### config.mk
export PLATFORM = sky130hd
export DESIGN_NAME = knn_fifo
export DESIGN_NICKNAME = d
export VERILOG_FILES = /design/src/knn_pkg.sv /design/src/knn_fifo.sv
export SDC_FILE = /design/constraint.sdc
export NUM_CORES = 1
export LEC_CHECK = 0
export ABC_AREA = 1
export BUFFER_PORTS_ARGS = -buffer_cell sky130_fd_sc_hd__buf_4
export CAP_MARGIN = 20
export CORE_MARGIN = 2
export CORE_UTILIZATION = 30
export CTS_CLUSTER_DIAMETER = 80
export CTS_CLUSTER_SIZE = 8
export DETAILED_ROUTE_END_ITERATION = 10
export PLACE_DENSITY_LB_ADDON = 0.05
export SYNTH_ARGS = -nofsm -noshare
export SYNTH_HDL_FRONTEND = slang
export SYNTH_SLANG_ARGS = --single-unit
### constraint.sdc
create_clock -name clk -period 1.2 [get_ports clk]
set_input_delay 0.24 -clock clk [delete_from_list [all_inputs] [get_ports clk]]
set_output_delay 0.24 -clock clk [all_outputs]
set_load 0.01 [all_outputs]
### src/knn_pkg.sv
// Shared types and constants for the k-nearest-neighbor classifier.
`timescale 1ns / 1ps
package knn_pkg;

    localparam int POS_W       = 10;
    localparam int QUEUE_DEPTH = 4;

    typedef enum logic [1:0] {
        CMD_TRAIN  = 2'd0,
        CMD_QUERY  = 2'd1,
        CMD_CLEAR  = 2'd2,
        CMD_UNUSED = 2'd3
    } cmd_t;

    typedef enum logic [1:0] {
        OP_TRAIN = 2'd0,
        OP_QUERY = 2'd1,
        OP_CLEAR = 2'd2
    } op_kind_t;

    typedef struct packed {
        op_kind_t         kind;
        logic             last;
        logic [POS_W-1:0] pos;
        logic [7:0]       feature;
        logic [3:0]       label;
    } op_t;

    typedef enum logic [2:0] {
        ST_IDLE,
        ST_DIST,
        ST_SEL,
        ST_VOTE,
        ST_OUT
    } back_state_t;

    typedef enum logic {
        REG_NEIGHBOUR_COUNT = 1'b0,
        REG_VECTOR_LENGTH   = 1'b1
    } reg_index_t;

endpackage

### src/knn_fifo.sv
// Short operation queue between the front and back parts.
`timescale 1ns / 1ps
module knn_fifo
    import knn_pkg::*;
#(
    parameter int W = 8
)
(
    input  logic         clk,
    input  logic         rst_n,
    input  logic         push,
    input  logic [W-1:0] din,
    input  logic         pop,
    output logic [W-1:0] dout,
    output logic         full,
    output logic         empty
);

    localparam int AW = $clog2(QUEUE_DEPTH);
    localparam int NW = $clog2(QUEUE_DEPTH + 1);

    logic [W-1:0]  mem [QUEUE_DEPTH];
    logic [AW-1:0] wr_ptr_reg, wr_ptr_next;
    logic [AW-1:0] rd_ptr_reg, rd_ptr_next;
    logic [NW-1:0] count_reg, count_next;

    always_comb
    begin
        wr_ptr_next = wr_ptr_reg;
        rd_ptr_next = rd_ptr_reg;
        count_next  = count_reg;
        if (push)
        begin
            wr_ptr_next = wr_ptr_reg + AW'(1);
        end
        if (pop)
        begin
            rd_ptr_next = rd_ptr_reg + AW'(1);
        end
        if (push && !pop)
        begin
            count_next = count_reg + NW'(1);
        end
        else if (pop && !push)
        begin
            count_next = count_reg - NW'(1);
        end
    end

    always_ff @(posedge clk or negedge rst_n)
    begin
        if (!rst_n)
        begin
            wr_ptr_reg <= '0;
            rd_ptr_reg <= '0;
            count_reg  <= '0;
        end
        else
        begin
            wr_ptr_reg <= wr_ptr_next;
            rd_ptr_reg <= rd_ptr_next;
            count_reg  <= count_next;
        end
    end

    always_ff @(posedge clk)
    begin
        if (push)
        begin
            mem[wr_ptr_reg] <= din;
        end
    end

    assign dout  = mem[rd_ptr_reg];
    assign full  = (32'(count_reg) == QUEUE_DEPTH);
    assign empty = (count_reg == '0);

endmodule

---- Yosys cells after proc, flatten, opt, wreduce, memory -nomap -nowiden ----
Memories as Yosys holds them, arrays and structs flattened.
Cells that the tools add are included.
W data, S select, Z words.
word-level totals
  flip-flop bits (word level) ............. 7
  output and inout bits ................... 10
  memories ................................ 1
  memory bits (writable) .................. 32
memories
  name  words  bits a word  rd ports  clocked after Yosys merged registers in  wr ports  RTL line        text
  mem   4      8            1         0                                        1         knn_fifo.sv:22  logic [W-1:0] mem [QUEUE_DEPTH];
operators by class
  reduce and logical (&&, ||, !) cells .... 6
  add/sub/neg operators ................... 4
  equality and inequality tests ........... 1
  multiplexer cells ....................... 4
operators with widths
  operator               count
  $mux W3                2
  $add A2 B1 Y2 const B  2
  $add A3 B1 Y3 const B  1
  $eq A3 B3 Y1 const B   1
  $logic_not A3 Y1       1
  $sub A3 B1 Y3 const B  1
  $logic_and A1 B1 Y1    2
  $logic_not A1 Y1       2
  $mux W1                2
  $reduce_bool A2 Y1     1

---- Depth between registers and ports, before layout ----
  depth after elaboration ................. 4
  gate-level depth with buffers ........... 9
  depth with buffers taken out ............ 9

---- Least setup slack after synthesis ----
No wires, ideal clock.
  kind .................................... flip-flop to flip-flop
  start ................................... register count_reg[0]
  end ..................................... register count_reg[2]
  arrival time ............................ 1.075 ns
  library setup time ...................... 0.117 ns
  clock period less this slack ............ 1.192 ns
  stages on the path, launching flop included .. 6
  data required time ...................... 1.083 ns
  slack ................................... 0.008 ns
  cell sequence ........................... dfrtp_1 fa_1 nand2_1 nand3_1 nand2_1 nand2_1
on the way
  longest elaborated chain between the ends .. 3
  elaborated cells on any way between the ends .. 4
  those cells by class .................... add/sub (2); mux (2)
RTL lines
  what                    RTL line        text
  from (decl)             knn_fifo.sv:25  logic [NW-1:0] count_reg, count_next;
  from (signal assigned)  knn_fifo.sv:62  count_reg <= count_next;
  $sub A3 B1 Y3           knn_fifo.sv:46  count_next = count_reg - NW'(1);
  $mux W3                 knn_fifo.sv:44  else if (pop && !push)
  $mux W3 *               knn_fifo.sv:40  if (push && !pop)
Every way passes the cells marked *; elsewhere a longest branch is shown, timed or not. The select of a mux whose other input is x is not followed.
A chain may end at the register's enable or synchronous reset.

---- Worst setup path after layout ----
  start ................................... register rd_ptr_reg[0]
  end ..................................... output port dout[5]
on the way
  longest elaborated chain between the ends .. 1
RTL lines
  what                    RTL line        text
  from (decl)             knn_fifo.sv:24  logic [AW-1:0] rd_ptr_reg, rd_ptr_next;
  from (signal assigned)  knn_fifo.sv:61  rd_ptr_reg <= rd_ptr_next;
  $mem_v2 Z4 W8           n/a
  to (decl)               knn_fifo.sv:14  output logic [W-1:0] dout,
No other way between the ends.

==> metrics.yaml <==
floorplanning:
  coreArea_um2: 5510
  initial_core_util: 0.309
  die-area_um2: 6300
  rows: 27
  fp.dieW_um: 79.4
  die_y_um: 79.4
  io_pins: 22
logic_synthesis:
  async_reset_ff_frac: 0.179
  yosys_warnings: 0
  syn_avg_cell_area_um2: 12.1
  synth_edf_count: 32
  synth_flop_cell: "edfxtp_1"
  synth_seq_area_share: 0.667
  synth.area.top_cells: "edfxtp_1 56%, dfrtp_1 10%, nand2_1 8.1%, o211ai_1 6.6%, inv_1 5.9%"
  syn_nets: 159
  syn_area_um2: 1700
  yosysTopAreaCellShare: 0.564
  yosysTopAreaCell: "edfxtp_1"
  synth.distinct_cells: 18
  synth_cells: 141
  ys_seq_elements: 39
finish:
  largest_reg_flops: 32
  register_area_um2: 1140
  final_cell_mix: "33 x nand2_1, 32 x edfxtp_1, 20 x inv_1, 18 x buf_4"
  final_area_um2: 2310
  n_fill_cell: 533
  antenna_cells: 0
  multi_input_area_um2: 473
  layout.cells.most_common: "nand2_1"
  syn2layout_area_growth_pct: 35.5
  drive_gt1_frac: 0.348
  final_nets: 198
timing:
  rsz0062_at_grt: "yes"
  min_period_ns: 1.51
  slew_violations: 0
  setup_ws_ns: -0.308
  slew_headroom: 0.862
  finClkSkew_ns: 0.00319
  hold_slack_ns: 0.152
  setup_viol: 12
  hold_viol: 0
  finalCritPeriodShare: 1.26
  worst_pin_slew_ns: 0.206
  fmaxAchievable_ghz: 0.663
global_routing:
  antenna_found_initial: 0
  grt_overflow: 0
  grt.total_usage: 0.114
  first_global_vias: 1081
  grt_max_degree: 35
  grt_pass1_wl_um: 5170
cts:
  clk_root_buffer_cell: "clkbuf_8"
  cts_inserted_buffers: 5
  clock_path_buffers: 2
  cts.sinks: 39
  tritoncts: "built"
  htreeDepth: 2
  cts.clk_slew.worst_paths_ns: 0.08
  insertion_delay_ns: 0.29
pwr:
  ir_drop_v: 0.00115
  combPwrFrac: 0.462
  switching_share: 0.333
  clockPowerShare: 0.188
  switchingPower_uw: 1870
  power_uw: 5620
  seq_power_share: 0.350
  p_int_uw: 3750
  p_leak_uw: 0.000987
  p_per_area_nw_per_um2: 2430
place:
  gpl.final_weighted_congestion: 0.725
  dpl.hpwl_um: 2140
  portBuffers: 21
  placed_cell_area_um2: 2060
  place_ws_ns: -0.188
worst_setup_path:
  worst_setup_path_start_kind: "register"
  critPathKind: "reg -> out"
  critPathSlowestCell: "dfrtp_1"
  worstPathArrival_ns: 1.27
  cp_slowest_stage_delay_ns: 0.40
  crit_required_ns: 0.96
  endpoint_kind: "output port"
  cp_max_fo: 34
  critical_path.cell_chain: "buf_12, o211ai_1, nand2_1, buf_6"
run:
  cap_viol_max_count: 0
routing:
  drc: 0
  routedWlPerCell_um: 12.9
  via_per_inst: 4.24
  ant_nets: 0
  vias: 1072
  finalWirelength_um: 3250
  drt_iter0_drc: 21
  first_pass_iters: 3
status:
  violations: "negative setup slack"
  status: "complete, but fails checks"
worst_hold_path:
  hold_class: "in -> reg"
[stage by stage]
| stage | instances | TNS [ns] | utilization |
|---|---|---|---|
| detailed placement | 241 | -0.665 | 0.374 |
| CTS | 254 | -3.03 | 0.412 |
| finish | 253 | -2.85 | 0.419 |
| global placement | 241 | -0.279 | 0.374 |
| global route | 253 | -4.24 | 0.419 |
| floorplan | 141 | 0 | - |
[area by class of cell]
| cell class | count | area share |
|---|---|---|
| Timing Repair Buffer | 38 | 0.171 |
| Multi-Input combinational cell | 68 | 0.205 |
| Sequential cell | 39 | 0.492 |
| Clock buffer | 5 | 0.0298 |
| Inverter | 28 | 0.0466 |
| Clock inverter | 3 | 0.0168 |
| Tap cell | 72 | 0.0390 |
[worst max-delay path: cells and delay by family, from the launching register on]
kind            cells  cell delay, ns
flops               1            0.40
buf+inv             2            0.30
compound gates      1            0.19
simple gates        1            0.09
[worst paths after layout]
path | from | end | slack (ns) | cells past startpoint
max | rd_ptr_reg[0] | dout[5] | -0.31 | 4
min | din[3] | mem[1][3] | 0.15 | 1
max reg2reg | count_reg[0] | count_reg[2] | -0.08 | 6
min reg2reg | count_reg[2] | count_reg[2] | 0.57 | 2
max in group asynchronous | rst_n | rd_ptr_reg[1] | 0.78 | 2
min in group asynchronous | rst_n | count_reg[2] | 0.29 | 2
[cells by family after synthesis]
| kind of cell | after synthesis | share of synthesized area |
|---|---|---|
| XOR/XNOR | 4 | 0.0206 |
| buffers and inverters | 34 | 0.0940 |
| AND/OR/NAND/NOR | 41 | 0.0940 |
| flip-flops | 39 | 0.667 |
| AO/OA/AOI/OAI | 17 | 0.0764 |
| adder cells (fa/ha/maj) | 6 | 0.0485 |
[per-layer routing]
layer  vias to the layer above  part of all wire  global-route usage  wire (um)
met1                       501              0.42               0.131       1360
met2                        18              0.53               0.197       1720
met4                         0             0.017              0.0569         56
li1                        546                 -                   -          -
met3                         7             0.035              0.0260        114
met5                         -                 0                   0          0
[synth_stat cells, types with 2 or more instances]
cell type,number
nand2_1,37
ha_1,5
buf_6,4
dfrtp_1,7
o211ai_1,15
xor2_1,3
edfxtp_1,32
nor3_1,2
inv_1,27
[power by group through the flow]
| stage | Sequential (uW) | Combinational [uW] | Clock (uW) |
|---|---|---|---|
| final | 1960 | 2600 | 1060 |
| after global routing | 1990 | 2890 | 1140 |
| after CTS | 1950 | 2540 | 1090 |
| after detailed placement | 1990 | 2150 | 0 |
| after global placement | 1970 | 2090 | 0 |
| after floorplan | 1960 | 1200 | 0 |
[what timing repair did]
item                                   CTS  global route
buffers inserted                         4             0
cloned                                   0             0
pin swaps                                3            10
hold buffers                             1             0
setup endpoints to repair               27            44
resized for setup                       19            18
endpoints found under the hold margin    7             0
Power figures use the tool's default switching activity.
