[src/knn_pkg.sv]
// Shared types and constants for the k-nearest-neighbor classifier.
`timescale 1ns / 1ps
package knn_pkg;

    localparam int POS_W       = 10;
    localparam int QUEUE_DEPTH = 4;

    typedef enum logic [1:0] {
        CMD_TRAIN  = 2'd0,
        CMD_QUERY  = 2'd1,
        CMD_CLEAR  = 2'd2,
        CMD_UNUSED = 2'd3
    } cmd_t;

    typedef enum logic [1:0] {
        OP_TRAIN = 2'd0,
        OP_QUERY = 2'd1,
        OP_CLEAR = 2'd2
    } op_kind_t;

    typedef struct packed {
        op_kind_t         kind;
        logic             last;
        logic [POS_W-1:0] pos;
        logic [7:0]       feature;
        logic [3:0]       label;
    } op_t;

    typedef enum logic [2:0] {
        ST_IDLE,
        ST_DIST,
        ST_SEL,
        ST_VOTE,
        ST_OUT
    } back_state_t;

    typedef enum logic {
        REG_NEIGHBOUR_COUNT = 1'b0,
        REG_VECTOR_LENGTH   = 1'b1
    } reg_index_t;

endpackage

[src/knn_if.sv]
// Valid/ready channel interfaces for input items and results.
`timescale 1ns / 1ps
interface knn_in_if;
    logic       valid;
    logic       ready;
    logic [1:0] cmd;
    logic [7:0] feature;
    logic [3:0] label;

    modport source (output valid, cmd, feature, label, input ready);
    modport sink (input valid, cmd, feature, label, output ready);
endinterface


[src/knn_front.sv]
// Front part: accepts items, tracks the feature position, queues operations.
`timescale 1ns / 1ps
module knn_front
    import knn_pkg::*;
#(
    parameter int MAX_FEATURES = 64
)
(
    input  logic                               clk,
    input  logic                               rst_n,
    knn_in_if.sink                             in_ch,
    input  logic [$clog2(MAX_FEATURES+1)-1:0]  len,
    output op_t                                q_din,
    output logic                               q_push,
    input  logic                               q_full
);

    localparam int FW = (MAX_FEATURES > 1) ? $clog2(MAX_FEATURES) : 1;

    logic [FW-1:0] pos_reg, pos_next;
    logic          accept;
    logic          last;
    cmd_t          cmd;

    assign cmd         = cmd_t'(in_ch.cmd);
    assign in_ch.ready = !q_full;
    assign accept      = in_ch.valid && in_ch.ready;
    assign last        = (32'(pos_reg) + 1 >= 32'(len));

    always_comb
    begin
        pos_next        = pos_reg;
        q_push          = 1'b0;
        q_din.kind      = OP_CLEAR;
        q_din.last      = last;
        q_din.pos       = POS_W'(pos_reg);
        q_din.feature   = in_ch.feature;
        q_din.label     = in_ch.label;
        case (cmd)
            CMD_TRAIN:
            begin
                q_din.kind = OP_TRAIN;
                q_push     = accept;
                if (accept)
                begin
                    pos_next = last ? '0 : pos_reg + FW'(1);
                end
            end
            CMD_QUERY:
            begin
                q_din.kind = OP_QUERY;
                q_push     = accept;
                if (accept)
                begin
                    pos_next = last ? '0 : pos_reg + FW'(1);
                end
            end
            CMD_CLEAR:
            begin
                q_din.kind = OP_CLEAR;
                q_push     = accept;
                if (accept)
                begin
                    pos_next = '0;
                end
            end
            default:
            begin
                q_push = 1'b0;
            end
        endcase
    end

    always_ff @(posedge clk or negedge rst_n)
    begin
        if (!rst_n)
        begin
            pos_reg <= '0;
        end
        else
        begin
            pos_reg <= pos_next;
        end
    end

endmodule

[src/flat_wrapper.sv]
// flat-port wrapper written by rule: the top's interface ports become plain ports
module knn_front_flat import knn_pkg::*;
#(
    parameter int MAX_FEATURES = 64
)
  (clk, rst_n, len, q_din, q_push, q_full, in_ch_valid, in_ch_cmd, in_ch_feature, in_ch_label, in_ch_ready);
  knn_in_if in_ch_i ();
  input  logic clk;
  input  logic rst_n;
  input  logic [$clog2(MAX_FEATURES+1)-1:0] len;
  output op_t q_din;
  output logic q_push;
  input  logic q_full;
  input wire logic [$bits(in_ch_i.valid)-1:0] in_ch_valid;
  input wire logic [$bits(in_ch_i.cmd)-1:0] in_ch_cmd;
  input wire logic [$bits(in_ch_i.feature)-1:0] in_ch_feature;
  input wire logic [$bits(in_ch_i.label)-1:0] in_ch_label;
  output wire logic [$bits(in_ch_i.ready)-1:0] in_ch_ready;
  assign in_ch_i.valid = in_ch_valid;
  assign in_ch_i.cmd = in_ch_cmd;
  assign in_ch_i.feature = in_ch_feature;
  assign in_ch_i.label = in_ch_label;
  assign in_ch_ready = in_ch_i.ready;
  knn_front #(.MAX_FEATURES(MAX_FEATURES)) u_core (.clk(clk), .rst_n(rst_n), .in_ch(in_ch_i), .len(len), .q_din(q_din), .q_push(q_push), .q_full(q_full));
endmodule
[config.mk]
export PLATFORM = sky130hd
export DESIGN_NAME = knn_front_flat
export DESIGN_NICKNAME = d
export VERILOG_FILES = /design/src/knn_pkg.sv /design/src/knn_if.sv /design/src/knn_front.sv /design/src/flat_wrapper.sv
export SDC_FILE = /design/constraint.sdc
export NUM_CORES = 1
export LEC_CHECK = 0
export BUFFER_PORTS_ARGS = -buffer_cell sky130_fd_sc_hd__buf_2
export CAP_MARGIN = 25
export CELL_PAD_IN_SITES_DETAIL_PLACEMENT = 0
export CELL_PAD_IN_SITES_GLOBAL_PLACEMENT = 1
export CORE_MARGIN = 2
export CORE_UTILIZATION = 28
export DETAILED_ROUTE_END_ITERATION = 16
export GPL_ROUTABILITY_DRIVEN = 0
export GPL_TIMING_DRIVEN = 1
export PLACE_DENSITY = 0.87
export SLEW_MARGIN = 30
export SYNTH_ARGS = -nofsm -noshare
export SYNTH_HDL_FRONTEND = slang
export SYNTH_SLANG_ARGS = --single-unit
[constraint.sdc]
create_clock -name clk -period 6.3 [get_ports clk]
set_input_delay 1.26 -clock clk [delete_from_list [all_inputs] [get_ports clk]]
set_output_delay 1.26 -clock clk [all_outputs]
set_load 0.05 [all_outputs]
; Yosys cells after proc, flatten, opt, wreduce, memory -nomap -nowiden
; Cells that the tools add are included.
[word_totals]
out_inout_bits = 27
reg_bits = 6
input_bits = 25
[op_classes]
n_mux = 6
order_cmp = 1
n_reduce_logical = 7
n_addsub = 2
n_eq_ne = 4
[ops]
columns = operator, count
row1 = greater-or-equal comparator 32 x 7 -> 1 bit, 1
row2 = 2-to-1 mux 6 bit, 3
row3 = one-hot mux 6 bit (2 select lines), 1
row4 = "adder 6 x 1 -> 7 bit, second input constant", 1
row5 = "adder 6 x 1 -> 6 bit, second input constant", 1
row6 = "inequality test 2 x 1 -> 1 bit, second input constant", 2
row7 = one-hot mux 2 bit (2 select lines), 1
row8 = AND reduction 3 bit, 1
row9 = OR reduction 3 bit, 1
row10 = "equality test 2 x 1 -> 1 bit, second input constant", 1
row11 = "equality test 2 bit, second input constant", 1
row12 = logical NOT 2 bit, 1
row13 = nonzero test 2 bit, 1
row14 = OR reduction 2 bit, 1
row15 = logical AND 1 bit, 1
row16 = logical NOT 1 bit, 1
row17 = 2-to-1 mux 1 bit, 1

; Logic depth before layout (Yosys ltp)
[depth]
ltp_word = 5
depth_mapped = 8
depth_no_buf = 8

; Least setup slack after synthesis
; Ideal clock, no wire load.
[synth_timing]
path_type = in2out
startpoint = input len[3]
endpoint = output q_din[22] (netlist bit)
t_required_ns = 5.040
stages = 6
t_arrival_ns = 2.232
setup_slack_ns = 2.808
cell_sequence = inv_1 ha_1 o211ai_1 o21a_1 o21ai_0 buf_4
[synth_between]
elab_chain_cells = 1
[synth_rtl]
columns = item, line_no
row1 = start: declaration, flat_wrapper.sv:10  ; input logic [$clog2(MAX_FEATURES+1)-1:0] len;
row2 = greater-or-equal comparator 32 x 7 -> 1 bit, knn_front.sv:28  ; assign last = (32'(pos_reg) + 1 >= 32'(len));
row3 = end: declaration, flat_wrapper.sv:11  ; output op_t q_din;
; No other way between the ends.

==> flow_summary.toml <==
[timing]
hold_ws_ps = 579.4
layout_setup_ws_ps = 2611
rsz_0062_raised_after_global_routing = "false"
final-max-slew-violation-count = 0
finalCritPeriodShare_pct = 58.56
period_minus_slack_ps = 3689
fin_skew_ps = 4.397
setup-violations-final = 0
fmax_mhz = 271.1
final_hold_viol_count = 0
tns_ps = 0

[layout]
largest_reg_flops = 6
antenna_cells = 0
sequential_cell_area_um2 = 150.1
drive_above_1_share_pct = 32.26
utilization_pct = 32.66
final_common_cell = "sky130_fd_sc_hd__buf_2"
finish.net_count = 128
filler_cell_count_in_the_final_layout = 245
fin_cells = 121
post_route_cell_area_um2 = 743.2
layout_common_cells = "sky130_fd_sc_hd__buf_2, sky130_fd_sc_hd__inv_1, sky130_fd_sc_hd__nand2_1, sky130_fd_sc_hd__ha_1, sky130_fd_sc_hd__dfrtp_1"
areaGrowthSynthToFinish_pct = 7.609
multi_input_logic_area_um2 = 386.6

[routing]
drc = 0
finalWirelength_um = 1313
wire_per_inst_um = 10.85
detailedRoute.firstPassIterationCount = 2
drtAntennaViolNets = 0
viasPerCell = 4.603
drt_first_iter_violations = 6
overall_via_count_from_detail_route = 557

[global_route]
grt_pass1_vias = 491
globalRoute.totalOverflow = 0
overall_track_demand_over_capacity_in_global_routing_pct = 9.791
grt_pass1_wl_um = 2083
grt_start_max_net_pins = 9
grt_antenna_before_repair = 0

[place]
numPlacedInstances = 118
dp_hpwl_um = 1127
dpl_cell_area_um2 = 720.7
portBuffers = 23
dp_worst_setup_slack_ps = 2609

[power_and_ir_drop]
report.power.total_uw = 169.5
p_per_area_nw_per_um2 = 228.0
cellLeakagePower_nw = 0.4270
worst_ir_drop_vdd_v = 0.00008935

[synth]
synth-adder-area-share_pct = 14.49
synthXorXnorAreaFrac_pct = 5.072
seq_area_frac_synth_pct = 21.74
yosys.cell_types.count = 25
synth_compound_gate_area_share_pct = 20.83
ys_warn_count = 0
syn-instance-count = 82
yosys_register_bits = 6
synth_top_family_by_area = "buffers and inverters"
synth_mux_area_share_pct = 0
synth_simple_gate_area_share_pct = 13.41
netlist_area_um2 = 690.7
postSynthAreaPerCell_um2 = 8.423

[job]
max-cap-violations = 0

[floorplan]
core.rowCount = 17
core-area_um2 = 2276
die_h_um = 53.67
die_w_um = 53.67
fp.dieArea_um2 = 2880
initial_core_utilization_pct = 30.35
io-pin-count = 52

[clock_network]
clock_tree_from_tritoncts = "done"
setup_fix_bufs_post_cts = 0
path_clk_slew_ps = 40
clock_path_buffers = 2
cts_num_sinks = 6
htree_levels = 1
clock-root-buffer = "sky130_fd_sc_hd__clkbuf_4"
worstSkewPairLatency_ps = 240
cts_hold_repair.buffers = 0
cts_resized = 0
cts-buffers-inserted = 3

[run_status]
run_status = "finished clean"

[worst_setup_path]
critPathKind = "in2out"
setup.worst_path.end_class = "primary output"
startpoint_type = "input pin"
worst-endpoint-required_ps = 5040
worstPathMaxFanout = 6
critPathArrivalTime_ps = 2430
r2r_slack_ps = 3880

[worst_hold_path]
timing.hold.worst.class = "reg2reg"
-- power breakdown --
group | total, mW | switching, mW | leakage, nW | internal (mW)
logic | 0.0825 | 0.0578 | 0.332 | 0.0248
clock network | 0.0333 | 0.0119 | 0.0138 | 0.0214
registers | 0.0536 | 0.00951 | 0.0811 | 0.0441
-- routing by layer --
metal  wire, um  track usage, %  vias to the layer above
met3         82           2.222                        2
met5          0               0                        -
met2        680           16.46                       17
li1           -               -                      278
met1        546           11.66                      260
met4          4           4.701                        0
-- critical path: stages --
cell                       delay (ps)
sky130_fd_sc_hd__buf_2             80
sky130_fd_sc_hd__inv_1             30
sky130_fd_sc_hd__ha_1             290
sky130_fd_sc_hd__o211ai_1          80
sky130_fd_sc_hd__o21a_1           260
sky130_fd_sc_hd__o21ai_0          140
sky130_fd_sc_hd__buf_2            280
-- worst paths after layout --
check / endpoint / startpoint / cells after the start
min in group asynchronous: u_core.pos_reg[0] / rst_n / 1
hold reg to reg: u_core.pos_reg[5] / u_core.pos_reg[5] / 1
setup reg to reg: u_core.pos_reg[2] / u_core.pos_reg[2] / 8
max in group asynchronous: u_core.pos_reg[5] / rst_n / 1
setup / recovery: q_din[22] / len[3] / 7
hold / removal: u_core.pos_reg[5] / u_core.pos_reg[5] / 1
-- logic make-up (layout without fill, tap and decap cells) --
group,Yosys count,after routing
compound gates,17,17
xor+xnor,4,4
fa+ha+maj,8,8
buf+inv,27,35
flops,6,6
other cells,1,4
simple gates,19,19
-- Yosys cell counts --
cell	n	area, um^2
sky130_fd_sc_hd__o211ai_2	1	12.51
sky130_fd_sc_hd__ha_1	8	100.1
sky130_fd_sc_hd__nand2_1	8	30.03
sky130_fd_sc_hd__nand2b_1	2	12.51
sky130_fd_sc_hd__a21o_1	2	15.01
sky130_fd_sc_hd__o21ai_2	1	8.760
sky130_fd_sc_hd__dfrtp_1	6	150.1
sky130_fd_sc_hd__xnor2_1	3	26.28
sky130_fd_sc_hd__o21ai_0	1	5.000
sky130_fd_sc_hd__a2111oi_4	1	27.53
sky130_fd_sc_hd__inv_1	9	33.78
sky130_fd_sc_hd__conb_1	1	3.750
sky130_fd_sc_hd__o211ai_1	4	30.03
sky130_fd_sc_hd__a21oi_1	2	10.01
sky130_fd_sc_hd__and3_1	1	6.260
sky130_fd_sc_hd__o21a_1	2	15.01
sky130_fd_sc_hd__a22o_2	1	10.01
sky130_fd_sc_hd__nor3b_1	1	7.510
sky130_fd_sc_hd__o21ai_1	2	10.01
sky130_fd_sc_hd__nor2_1	1	3.750
sky130_fd_sc_hd__buf_4	17	127.6
sky130_fd_sc_hd__clkbuf_1	1	3.750
sky130_fd_sc_hd__xor2_1	1	8.760
sky130_fd_sc_hd__nand3_1	4	20.02
sky130_fd_sc_hd__nor2b_1	2	12.51
-- cell type report --
class	count	share of cell area, %
clock buffer	3	3.030
inverter	9	4.545
multi-input combinational	52	52.02
sequential	6	20.20
tap	28	4.714
timing repair buffer	23	15.49
Note: power is estimated with default switching activity, not from simulation.
